===== src/sv/hmlm_pkg.sv =====
// Package: shared types and constants of the Hoare monitor lock manager.
package hmlm_pkg;

   // Process id width (ports and stored ids)
   localparam int ID_BITS = 8;

   // Defaults for the top-level parameters
   localparam int MAX_CONDITIONS_DEF = 8;
   localparam int QUEUE_DEPTH_DEF    = 16;

   // Width of the condition count register
   localparam int NCOND_BITS = 4;

   // Fixed queue numbers; condition c lives in queue Q_COND0 + c
   localparam int Q_ENTRY  = 0;
   localparam int Q_URGENT = 1;
   localparam int Q_COND0  = 2;

   typedef enum logic [1:0] {
      MODE_ENTER  = 2'd0,
      MODE_LEAVE  = 2'd1,
      MODE_WAIT   = 2'd2,
      MODE_SIGNAL = 2'd3
   } mode_type;

   typedef enum logic [1:0] {
      CODE_OK      = 2'd0,
      CODE_REFUSED = 2'd1,
      CODE_FULL    = 2'd2
   } code_type;

   typedef enum logic {
      ST_IDLE = 1'b0,
      ST_POP  = 1'b1
   } state_type;

endpackage


===== src/sv/hoare_monitor_lock_manager.sv =====
// Top level: Hoare monitor lock manager with queue storage in one synchronous memory.
//
//   channel  | ports                                          | handshake
//   ---------+------------------------------------------------+------------------------------
//   request  | req_mode, req_requester_id, req_condition_index | start && !busy
//   reply    | rsp_reply_to, rsp_reply_code, rsp_last          | rsp_strobe, one cycle each
//   config   | csr_wdata                                       | csr_we
//
// An item that pops a queue (leave or wait with waiters, signal with a waiter) reads
// the queue head from the FIFO memory, whose read data is registered, and grants the
// popped id in state ST_POP. Every other item completes without leaving ST_IDLE.
// A direct reply is on the ports in the cycle after acceptance; the grant of a popped id
// is registered from ST_POP, so after a leave it directly follows the leaver's reply.
// Reset is synchronous and clears the lock, the owner and all queue pointers and counts.
// The receiver cannot stall; busy is high only during the memory read cycle.
module hoare_monitor_lock_manager
   import hmlm_pkg::*;
#(
   parameter int MAX_CONDITIONS = MAX_CONDITIONS_DEF,
   parameter int QUEUE_DEPTH    = QUEUE_DEPTH_DEF
) (
   input  logic                  clock,
   input  logic                  reset,
   input  logic                  start,
   output logic                  busy,
   input  logic [1:0]            req_mode,
   input  logic [ID_BITS-1:0]    req_requester_id,
   input  logic [2:0]            req_condition_index,
   output logic                  rsp_strobe,
   output logic [ID_BITS-1:0]    rsp_reply_to,
   output logic [1:0]            rsp_reply_code,
   output logic                  rsp_last,
   input  logic                  csr_we,
   input  logic [NCOND_BITS-1:0] csr_wdata
);

   localparam int NUM_QUEUES = Q_COND0 + MAX_CONDITIONS;
   localparam int QW         = $clog2(NUM_QUEUES);
   localparam int SW         = $clog2(QUEUE_DEPTH);
   localparam int CW         = $clog2(QUEUE_DEPTH + 1);
   localparam int AW         = QW + SW;
   localparam int MEM_DEPTH  = NUM_QUEUES * (2 ** SW);

   localparam logic [QW-1:0] QI_ENTRY  = QW'(Q_ENTRY);
   localparam logic [QW-1:0] QI_URGENT = QW'(Q_URGENT);
   localparam logic [SW-1:0] SLOT_LAST = SW'(QUEUE_DEPTH - 1);
   localparam logic [CW-1:0] CNT_FULL  = CW'(QUEUE_DEPTH);

   // Control and queue pointer registers
   state_type                state_ff, state_in;
   logic                     locked_ff, locked_in;
   logic [ID_BITS-1:0]       owner_ff, owner_in;
   logic [NCOND_BITS-1:0]    ncond_ff;
   logic [SW-1:0]            head_ff [NUM_QUEUES];
   logic [SW-1:0]            head_in [NUM_QUEUES];
   logic [SW-1:0]            tail_ff [NUM_QUEUES];
   logic [SW-1:0]            tail_in [NUM_QUEUES];
   logic [CW-1:0]            count_ff [NUM_QUEUES];
   logic [CW-1:0]            count_in [NUM_QUEUES];

   // Reply registers
   logic                     rsp_valid_ff, rsp_valid_in;
   logic [ID_BITS-1:0]       rsp_to_ff, rsp_to_in;
   code_type                 rsp_code_ff, rsp_code_in;
   logic                     rsp_last_ff, rsp_last_in;

   // FIFO memory
   logic [ID_BITS-1:0]       fifo_mem [MEM_DEPTH];
   logic [ID_BITS-1:0]       rd_data_ff;
   logic                     mem_we;
   logic [AW-1:0]            mem_waddr;
   logic [AW-1:0]            mem_raddr;
   logic [ID_BITS-1:0]       mem_wdata;

   // Request decode
   logic                     accept;
   logic                     is_owner;
   logic                     cond_ok;
   logic [QW-1:0]            cond_q;
   logic                     waiters;
   logic [QW-1:0]            hand_q;
   logic                     push_en;
   logic [QW-1:0]            push_q;
   logic                     pop_en;
   logic [QW-1:0]            pop_q;

   assign accept   = start && (state_ff == ST_IDLE);
   assign is_owner = locked_ff && (owner_ff == req_requester_id);
   assign cond_ok  = ({1'b0, req_condition_index} < ncond_ff) &&
                     (32'(req_condition_index) < MAX_CONDITIONS);
   assign cond_q   = QW'(Q_COND0 + 32'(req_condition_index));
   assign waiters  = (count_ff[Q_URGENT] != '0) || (count_ff[Q_ENTRY] != '0);
   assign hand_q   = (count_ff[Q_URGENT] != '0) ? QI_URGENT : QI_ENTRY;

   // Decide the item, then apply one push and one pop to distinct queues
   always_comb begin
      state_in     = state_ff;
      locked_in    = locked_ff;
      owner_in     = owner_ff;
      head_in      = head_ff;
      tail_in      = tail_ff;
      count_in     = count_ff;
      rsp_valid_in = 1'b0;
      rsp_to_in    = rsp_to_ff;
      rsp_code_in  = rsp_code_ff;
      rsp_last_in  = rsp_last_ff;
      push_en      = 1'b0;
      push_q       = QI_ENTRY;
      pop_en       = 1'b0;
      pop_q        = QI_ENTRY;
      mem_we       = 1'b0;
      mem_waddr    = '0;
      mem_raddr    = '0;
      mem_wdata    = req_requester_id;

      unique case (state_ff)
         ST_IDLE: begin
            if (accept) begin
               rsp_to_in   = req_requester_id;
               rsp_code_in = CODE_OK;
               rsp_last_in = 1'b1;
               if (mode_type'(req_mode) == MODE_ENTER) begin
                  priority if (!locked_ff) begin
                     locked_in    = 1'b1;
                     owner_in     = req_requester_id;
                     rsp_valid_in = 1'b1;
                  end else if (count_ff[Q_ENTRY] == CNT_FULL) begin
                     rsp_valid_in = 1'b1;
                     rsp_code_in  = CODE_FULL;
                  end else begin
                     push_en = 1'b1;
                     push_q  = QI_ENTRY;
                  end
               end else if (!is_owner ||
                            (mode_type'(req_mode) != MODE_LEAVE && !cond_ok)) begin
                  rsp_valid_in = 1'b1;
                  rsp_code_in  = CODE_REFUSED;
               end else begin
                  unique case (mode_type'(req_mode))
                     MODE_LEAVE: begin
                        rsp_valid_in = 1'b1;
                        if (waiters) begin
                           rsp_last_in = 1'b0;
                           pop_en      = 1'b1;
                           pop_q       = hand_q;
                           state_in    = ST_POP;
                        end else begin
                           locked_in = 1'b0;
                           owner_in  = '0;
                        end
                     end
                     MODE_WAIT: begin
                        if (count_ff[cond_q] == CNT_FULL) begin
                           rsp_valid_in = 1'b1;
                           rsp_code_in  = CODE_FULL;
                        end else begin
                           push_en = 1'b1;
                           push_q  = cond_q;
                           if (waiters) begin
                              pop_en   = 1'b1;
                              pop_q    = hand_q;
                              state_in = ST_POP;
                           end else begin
                              locked_in = 1'b0;
                              owner_in  = '0;
                           end
                        end
                     end
                     MODE_SIGNAL: begin
                        priority if (count_ff[cond_q] == '0) begin
                           rsp_valid_in = 1'b1;
                        end else if (count_ff[Q_URGENT] == CNT_FULL) begin
                           rsp_valid_in = 1'b1;
                           rsp_code_in  = CODE_FULL;
                        end else begin
                           push_en  = 1'b1;
                           push_q   = QI_URGENT;
                           pop_en   = 1'b1;
                           pop_q    = cond_q;
                           state_in = ST_POP;
                        end
                     end
                     default: begin
                        rsp_valid_in = 1'b0;
                     end
                  endcase
               end
            end
         end
         ST_POP: begin
            // Grant the popped id
            locked_in    = 1'b1;
            owner_in     = rd_data_ff;
            rsp_valid_in = 1'b1;
            rsp_to_in    = rd_data_ff;
            rsp_code_in  = CODE_OK;
            rsp_last_in  = 1'b1;
            state_in     = ST_IDLE;
         end
         default: begin
            state_in = ST_IDLE;
         end
      endcase

      // Append at the tail
      if (push_en) begin
         mem_we           = 1'b1;
         mem_waddr        = {push_q, tail_ff[push_q]};
         tail_in[push_q]  = (tail_ff[push_q] == SLOT_LAST) ? '0 : tail_ff[push_q] + 1'b1;
         count_in[push_q] = count_ff[push_q] + 1'b1;
      end

      // Read the head and advance it
      if (pop_en) begin
         mem_raddr       = {pop_q, head_ff[pop_q]};
         head_in[pop_q]  = (head_ff[pop_q] == SLOT_LAST) ? '0 : head_ff[pop_q] + 1'b1;
         count_in[pop_q] = count_ff[pop_q] - 1'b1;
      end
   end

   // Hold control state and queue pointers
   always_ff @(posedge clock) begin
      if (reset) begin
         state_ff     <= ST_IDLE;
         locked_ff    <= 1'b0;
         owner_ff     <= '0;
         ncond_ff     <= '0;
         rsp_valid_ff <= 1'b0;
         for (int i = 0; i < NUM_QUEUES; i++) begin
            head_ff[i]  <= '0;
            tail_ff[i]  <= '0;
            count_ff[i] <= '0;
         end
      end else begin
         state_ff     <= state_in;
         locked_ff    <= locked_in;
         owner_ff     <= owner_in;
         rsp_valid_ff <= rsp_valid_in;
         head_ff      <= head_in;
         tail_ff      <= tail_in;
         count_ff     <= count_in;
         if (csr_we) begin
            ncond_ff <= csr_wdata;
         end
      end
   end

   // Hold the reply payload
   always_ff @(posedge clock) begin
      rsp_to_ff   <= rsp_to_in;
      rsp_code_ff <= rsp_code_in;
      rsp_last_ff <= rsp_last_in;
   end

   // Write and read the FIFO memory
   always_ff @(posedge clock) begin
      if (mem_we) begin
         fifo_mem[mem_waddr] <= mem_wdata;
      end
      rd_data_ff <= fifo_mem[mem_raddr];
   end

   assign busy           = (state_ff != ST_IDLE);
   assign rsp_strobe     = rsp_valid_ff;
   assign rsp_reply_to   = rsp_to_ff;
   assign rsp_reply_code = rsp_code_ff;
   assign rsp_last       = rsp_last_ff;

endmodule


===== config.mk =====
export PLATFORM = sky130hd
export DESIGN_NAME = hoare_monitor_lock_manager
export DESIGN_NICKNAME = d
export VERILOG_FILES = /design/src/sv/hmlm_pkg.sv /design/src/sv/hoare_monitor_lock_manager.sv
export SDC_FILE = /design/constraint.sdc
export NUM_CORES = 2
export LEC_CHECK = 0
export ABC_CLOCK_PERIOD_IN_PS = 5360
export BUFFER_PORTS_ARGS = -buffer_cell sky130_fd_sc_hd__buf_2
export CORE_ASPECT_RATIO = 0.6
export CORE_MARGIN = 4
export CORE_UTILIZATION = 59
export CTS_BUF_LIST = sky130_fd_sc_hd__clkbuf_4
export DETAILED_ROUTE_END_ITERATION = 10
export PLACE_DENSITY_LB_ADDON = 0.08
export SYNTH_ARGS = -nofsm -noshare
export SYNTH_HDL_FRONTEND = slang
export SYNTH_SLANG_ARGS = --single-unit

===== constraint.sdc =====
create_clock -name clock -period 5.36 [get_ports clock]
set_clock_uncertainty 0.2 [all_clocks]
set_input_delay 0.804 -clock clock [delete_from_list [all_inputs] [get_ports clock]]
set_output_delay 0.804 -clock clock [all_outputs]
set_load 0.005 [all_outputs]

After elaboration in Yosys (flattened, before gate mapping):

Memories as Yosys holds them, arrays and structs flattened. A register that Yosys moved wholly into a read port is not among the register bits.
Index checks and enable logic that the tools add are counted.

* magnitude comparators: 6
* reductions and logical operators: 15
* muxes and demuxes: 115
* bitwise gates (word level): 4
* equal/unequal tests: 15
* add/subtract/negate cells: 5

Operators with widths (count)
* 50-bit bitwise mux: 2
* 50-bit 2-to-1 mux: 2
* 40-bit bitwise mux: 2
* 4-bit 2-to-1 mux: 20
* 8-bit 2-to-1 mux: 9
* 5-bit binary-select mux with 4-bit select: 3
* 8-bit case mux with 2 select lines: 3
* 5-bit demux with 4-bit select: 2
* 1-bit 2-to-1 mux: 40
* 5-bit 2-to-1 mux: 8
* 4-bit binary-select mux with 4-bit select: 2
* 4-bit demux with 4-bit select: 2
* 2-bit 2-to-1 mux: 8
* 5-bit equality test, second input constant: 3
* 5-bit >= comparator, second input constant: 3
* 4-bit inverter with 5-bit output: 3
* 1-bit case mux with 2 select lines: 6
* 4-bit case mux with 3 select lines: 1
* 5-bit by 1-bit < comparator with 1-bit output, second input constant: 2
* 5-bit nonzero test: 2
* 4-bit by 1-bit adder with 4-bit output, second input constant: 2
* 4-bit equality test, second input constant: 2
* 8-bit equality test: 1
* 2-bit case mux with 2 select lines: 2
* 21 further kinds: 30

* bits of input ports: 21
* RAM bits: 1280
* flip-flop bits (word level): 156
* word-level logic and storage cells: 199
* memories: 1

Memories
* fifo_mem: depth 160, width 8, rd ports 1, clocked after Yosys merged registers in 1, wr ports 1, line hoare_monitor_lock_manager.sv:68 `logic [ID_BITS-1:0] fifo_mem [MEM_DEPTH];`

Longest topological paths before layout:

* depth in word-level cells: 21
* gate-level depth with buffers: 22
* depth with buffers taken out: 17

Worst setup path after synthesis:

OpenSTA, ideal clock, no wires.

* path kind: input to register
* start: input port req_condition_index[1]
* end: register count_ff[14] in the netlist's numbering
* cell stages on the path: 19
* data required time: 5014 ps
* setup slack: 190 ps
* path buffers: 3
* arrival time: 4824 ps
* library setup time: 146 ps
* cells stage by stage: ha_1 -> buf_2 -> nand2b_1 -> a22oi_1 -> nand2_1 -> o31ai_1 -> nor2_1 -> nor4_4 -> buf_6 -> mux2_2 -> nand2_1 -> o211a_1 -> clkbuf_1 -> ha_1 -> nand3_1 -> xor2_1 -> nor2_1 -> a211oi_1 -> a211oi_1

* word-level cells in the longest chain between the ends: 21

RTL lines
* start: declaration: line hoare_monitor_lock_manager.sv:28 `input logic [2:0] req_condition_index,`
* 2-bit by 3-bit adder with 4-bit output: line hoare_monitor_lock_manager.sv:91 `assign cond_q = QW'(Q_COND0 + 32'(req_condition_index));`
* 4-bit inverter with 5-bit output (implied by the code): line hoare_monitor_lock_manager.sv:153, hoare_monitor_lock_manager.sv:170
* 5-bit binary-select mux with 4-bit select: line hoare_monitor_lock_manager.sv:153, hoare_monitor_lock_manager.sv:170
* 5-bit 2-to-1 mux (implied by the code) (2 in series): line hoare_monitor_lock_manager.sv:153, hoare_monitor_lock_manager.sv:170
* 5-bit equality test / 5-bit logical NOT (equally long branches): line hoare_monitor_lock_manager.sv:153, hoare_monitor_lock_manager.sv:170
* 4-bit 2-to-1 mux / 1-bit 2-to-1 mux (equally long branches): line hoare_monitor_lock_manager.sv:153, hoare_monitor_lock_manager.sv:170
* 4-bit case mux with 2 select lines: line hoare_monitor_lock_manager.sv:139 `unique case (mode_type'(req_mode))`
* 4-bit 2-to-1 mux: line hoare_monitor_lock_manager.sv:134 `end else if (!is_owner ||`
* (+4 left out)
* 5-bit binary-select mux with 4-bit select, or another cell as far along: line hoare_monitor_lock_manager.sv:210 `count_in[push_q] = count_ff[push_q] + 1'b1;`
* 5-bit 2-to-1 mux (implied by the code) / 1-bit logical AND (equally long branches): line hoare_monitor_lock_manager.sv:210
* 5-bit 2-to-1 mux (implied by the code): line hoare_monitor_lock_manager.sv:210
* 5-bit by 1-bit adder with 5-bit output / 5-bit demux with 4-bit select (equally long branches): line hoare_monitor_lock_manager.sv:210
* 50-bit bitwise mux: line hoare_monitor_lock_manager.sv:210
* 50-bit 2-to-1 mux: line hoare_monitor_lock_manager.sv:206 `if (push_en) begin`
* 50-bit bitwise mux: line hoare_monitor_lock_manager.sv:217 `count_in[pop_q] = count_ff[pop_q] - 1'b1;`
* 50-bit 2-to-1 mux *: line hoare_monitor_lock_manager.sv:214 `if (pop_en) begin`
* end signal: assignment: line hoare_monitor_lock_manager.sv:241 `count_ff <= count_in;`
* end: declaration: line hoare_monitor_lock_manager.sv:58 `logic [CW-1:0] count_ff [NUM_QUEUES];`

Every way passes the cells marked *; elsewhere a longest branch is shown, timed or not. The select of a mux whose other input is x is not followed.
A chain may end at the register's enable or synchronous reset.

Final worst setup path:

* start: register count_ff[48] in the netlist's numbering
* end: register rd_data_ff[3] (read register of fifo_mem)

* word-level cells in the longest chain between the ends: 15

RTL lines
* 5-bit binary-select mux with 4-bit select: line hoare_monitor_lock_manager.sv:153, hoare_monitor_lock_manager.sv:170
* 5-bit 2-to-1 mux (implied by the code) (2 in series): line hoare_monitor_lock_manager.sv:153, hoare_monitor_lock_manager.sv:170
* 5-bit equality test / 5-bit logical NOT (equally long branches): line hoare_monitor_lock_manager.sv:153, hoare_monitor_lock_manager.sv:170
* 4-bit 2-to-1 mux, on equally long branches: line hoare_monitor_lock_manager.sv:153, hoare_monitor_lock_manager.sv:170
* 4-bit case mux with 3 select lines: line hoare_monitor_lock_manager.sv:139
* 4-bit 2-to-1 mux: line hoare_monitor_lock_manager.sv:134
* 4-bit 2-to-1 mux: line hoare_monitor_lock_manager.sv:122 `if (mode_type'(req_mode) == MODE_ENTER) begin`
* 4-bit 2-to-1 mux: line hoare_monitor_lock_manager.sv:118 `if (accept) begin`
* 4-bit 2-to-1 mux: line hoare_monitor_lock_manager.sv:116 `unique case (state_ff)`
* 4-bit inverter with 5-bit output (implied by the code): line hoare_monitor_lock_manager.sv:215 `mem_raddr = {pop_q, head_ff[pop_q]};`
* 4-bit binary-select mux with 4-bit select: line hoare_monitor_lock_manager.sv:215
* 4-bit 2-to-1 mux (implied by the code) (2 in series): line hoare_monitor_lock_manager.sv:215
* 8-bit 2-to-1 mux *: line hoare_monitor_lock_manager.sv:214
* end: declaration: line hoare_monitor_lock_manager.sv:69 `logic [ID_BITS-1:0] rd_data_ff;`

Marks and branches as above.

==> results.cfg <==
[worst_setup_path]
crit_buf_inv = 9
crit_fanout = 19
startpoint_type = register
required_ns = 6.33
max_stage_delay_ns = 0.66
cp_cell_sequence = nor4_1 -> buf_4 -> a221oi_1 -> buf_4 -> nor3_2 -> buf_4 -> or3_1 -> a2111oi_2 -> buf_4 -> buf_4 -> nand3_1 -> o2111ai_1 -> buf_4 -> a21o_4 -> buf_12 -> buf_4 -> a211oi_1 -> nor3_1 -> nor4_2 -> buf_4 -> o211ai_1 -> nand3_1
crit_arrival_ns = 6.29
crit_family = simple AND/OR/NAND/NOR gates
path_class = reg2reg
cpMaxStageDelayCell = nor3_1
crit_top_cell = buf_4
cp-end-kind = register

[synth]
synth_edf_count = 1291
async_reset_ff_share_pct = 0
synth_nets = 4725
syn_area_sq_um = 61030
syn_area_per_cell_sq_um = 13.01
ys_ff_latch = 1444
synth_cell_types = 102
synth_cells = 4693
ys.warnings.count = 0
synth.yosys.seq_area_share_pct = 68.54
yosys_most_used_dff = edfxtp_1

[die]
fp.dieW_microns = 423.2
start_util_pct = 59.43
core_sq_um = 102700
ios = 34
dieArea_sq_um = 108800
rows = 91
die_h_microns = 257.1

[route]
drc = 0
ant_nets = 0
post_drt_wl_per_cell_microns = 29.16
drt_iter0_markers = 7761
viasPerCell = 6.406
dr_total_vias = 47254
drtPass1Iterations = 7
wl_mm = 215.1

[placed_design]
io_buffers = 33
gp_congestion = 1.004
dpl.cell_count = 6734
pre_cts_slack_ns = -1.023
dpl.hpwl_mm = 146.7

[clock_tree]
clock-sinks = 1444
clk_latency_ns = 1.31
cts_root_buffer = clkbuf_4
cts_tree = done
h-tree-depth = 5
cts.reportedPaths.clkPinSlew_ns = 0.07
clk_path_buf_depth = 4
cts_made_buffers = 345

[grt]
grt_max_degree = 141
grt.total_usage_pct = 39.26
antenna_found_initial = 15
grt_pass1_wl_mm = 309.1
grt_pass1_vias = 44064
grt-ovfl-total = 0

[hold_path]
hp-class = in2reg

[sta]
fmaxAchievable_mhz = 188.1
rsz0062_at_grt = yes
fin_crit_sh_pct = 99.21
hold_ws_ns = 0.2429
hold_viol_final = 0
tns_ns = 0
setup_viol = 0
tightest_slew_ns = 1.254
fin_ws_ns = 0.04250
slew_violations = 0
finalCriticalPeriod_ns = 5.317
relSlewSlack_pct = 16.10

[pwr]
p_per_area_nw_per_um2 = 290.3
vdd_drop_max_mv = 0.2891
totalPowerFinal_w = 0.02168
p_leak_nw = 27.86

[job]
cap_violations = 0

[cells_and_area]
syn_to_final_growth_pct = 22.32
drive_above_1_share_pct = 27.81
layout.nets = 5751
finalNonFillerCells = 7376

[run_status]
status = finished clean
-- power breakdown --
part	leakage [nW]	internal, W	total (W)	switching [W]
combinational	12.5	0.000128	0.000497	0.000368
sequential	12.8	0.0122	0.0122	0.00000606
clock	2.55	0.00450	0.00893	0.00443
total	27.9	0.0169	0.0217	0.00480
-- cell type report --
cell class	instances	area (sq um)
Inverter	19	73.82
Tap cell	1395	1745
Clock buffer	512	3844
Clock inverter	85	406.6
Fill cell	7179	28040
Multi-Input combinational cell	2900	17910
Sequential cell	1444	41830
Antenna cell	12	30.03
Timing Repair Buffer	1009	8813
-- cell usage in the layout, fill, tap and decap left out, drive strengths merged, types with 29 or more instances in the layout --
cell and n:
or3 29, o22ai 48, clkinv 76, a31oi 88, nor2 377, and3 124, a22oi 47, o211ai 44
nor3 43, o21ai 124, edfxtp 1291, dfxtp 153, nand2 708, mux2 33, clkbuf 512, o221ai 38
a211oi 206, a21oi 168, buf 987, nand3 223, mux2i 336
-- cell usage after synthesis, drive strengths merged (11+ instances only) --
cell | count | area, sq um
o22ai | 48 | 300.3
buf | 188 | 1059
o21ai | 124 | 639.4
clkbuf | 142 | 535.5
a21oi | 168 | 852.1
nor3 | 43 | 264.0
xnor2 | 12 | 112.6
mux2 | 33 | 371.6
a211oi | 206 | 1559
edfxtp | 1291 | 38770
or3 | 29 | 186.4
a311oi | 14 | 122.6
nor2 | 377 | 1428
a32oi | 16 | 147.7
ha | 11 | 137.6
dfxtp | 153 | 3063
a31oi | 88 | 563.0
inv | 18 | 67.57
mux2i | 336 | 3367
a2111oi | 13 | 147.6
a221oi | 27 | 249.0
a22oi | 47 | 357.8
o211ai | 44 | 340.3
o221ai | 38 | 332.8
nor4 | 16 | 130.1
and3 | 124 | 775.7
nand3 | 223 | 1121
nand2 | 708 | 2668
nand4 | 19 | 118.9
or4 | 15 | 112.6
-- path summary, 6_finish.rpt --
kind,startpoint,to,slack [ns],cells past startpoint
worst max-delay path,count_ff[48]$_SDFF_PP0_,rd_data_ff[3]$_DFF_P_,0.04,22
worst min-delay path,req_requester_id[5],fifo_mem[46][5]$_DFFE_PP_,0.24,2
worst max register to register,count_ff[48]$_SDFF_PP0_,rd_data_ff[3]$_DFF_P_,0.04,22
worst min register to register,head_ff[29]$_SDFFE_PP0P_,head_ff[29]$_SDFFE_PP0P_,0.25,2
-- registers in the layout, summed over array words and instances, names as in the netlist --
signal,count
rsp_strobe,1
rsp_reply_to,8
busy,1
head_ff,40
ncond_ff,4
count_ff,50
locked_ff,1
fifo_mem,1280
rsp_last,1
owner_ff,8
rsp_reply_code,2
tail_ff,40
rd_data_ff,8
-- layer usage --
metal	global-route usage [%]	share of wire [%]	up-vias
met5	0	0.046	-
li1	-	-	20208
met3	18.15	18	426
met2	49.30	39	3736
met1	59.74	41	22872
met4	12.76	3.0	12
-- per-stage QoR --
| stage | utilization [%] | instance area (sq um) |
|---|---|---|
| floorplan | - | 61030 |
| global placement | 67.91 | 69750 |
| detailed placement | 67.91 | 69750 |
| CTS | 72.35 | 74300 |
| global route | 72.68 | 74640 |
| finish | 72.70 | 74660 |
-- cell families after synthesis --
kind of cell    Yosys count  share of synthesized area [%]
compound gates          915                          10.43
simple gates           1586                          11.58
fa+ha+maj                11                         0.2255
xor+xnor                 15                         0.2276
mux                     373                          6.273
flops                  1444                          68.54
buf+inv                 349                          2.729
-- repair_timing --
action | 4_1_cts | 5_1_grt
hold endpoints to repair | 308 | 0
resized for setup | 11 | 47
pin swaps | 2 | 7
gates cloned | 0 | 0
hold buffers | 22 | 0
setup endpoints to repair | 8 | 8
setup buffers | 3 | 8
Note: power is estimated with default switching activity, not from simulation.
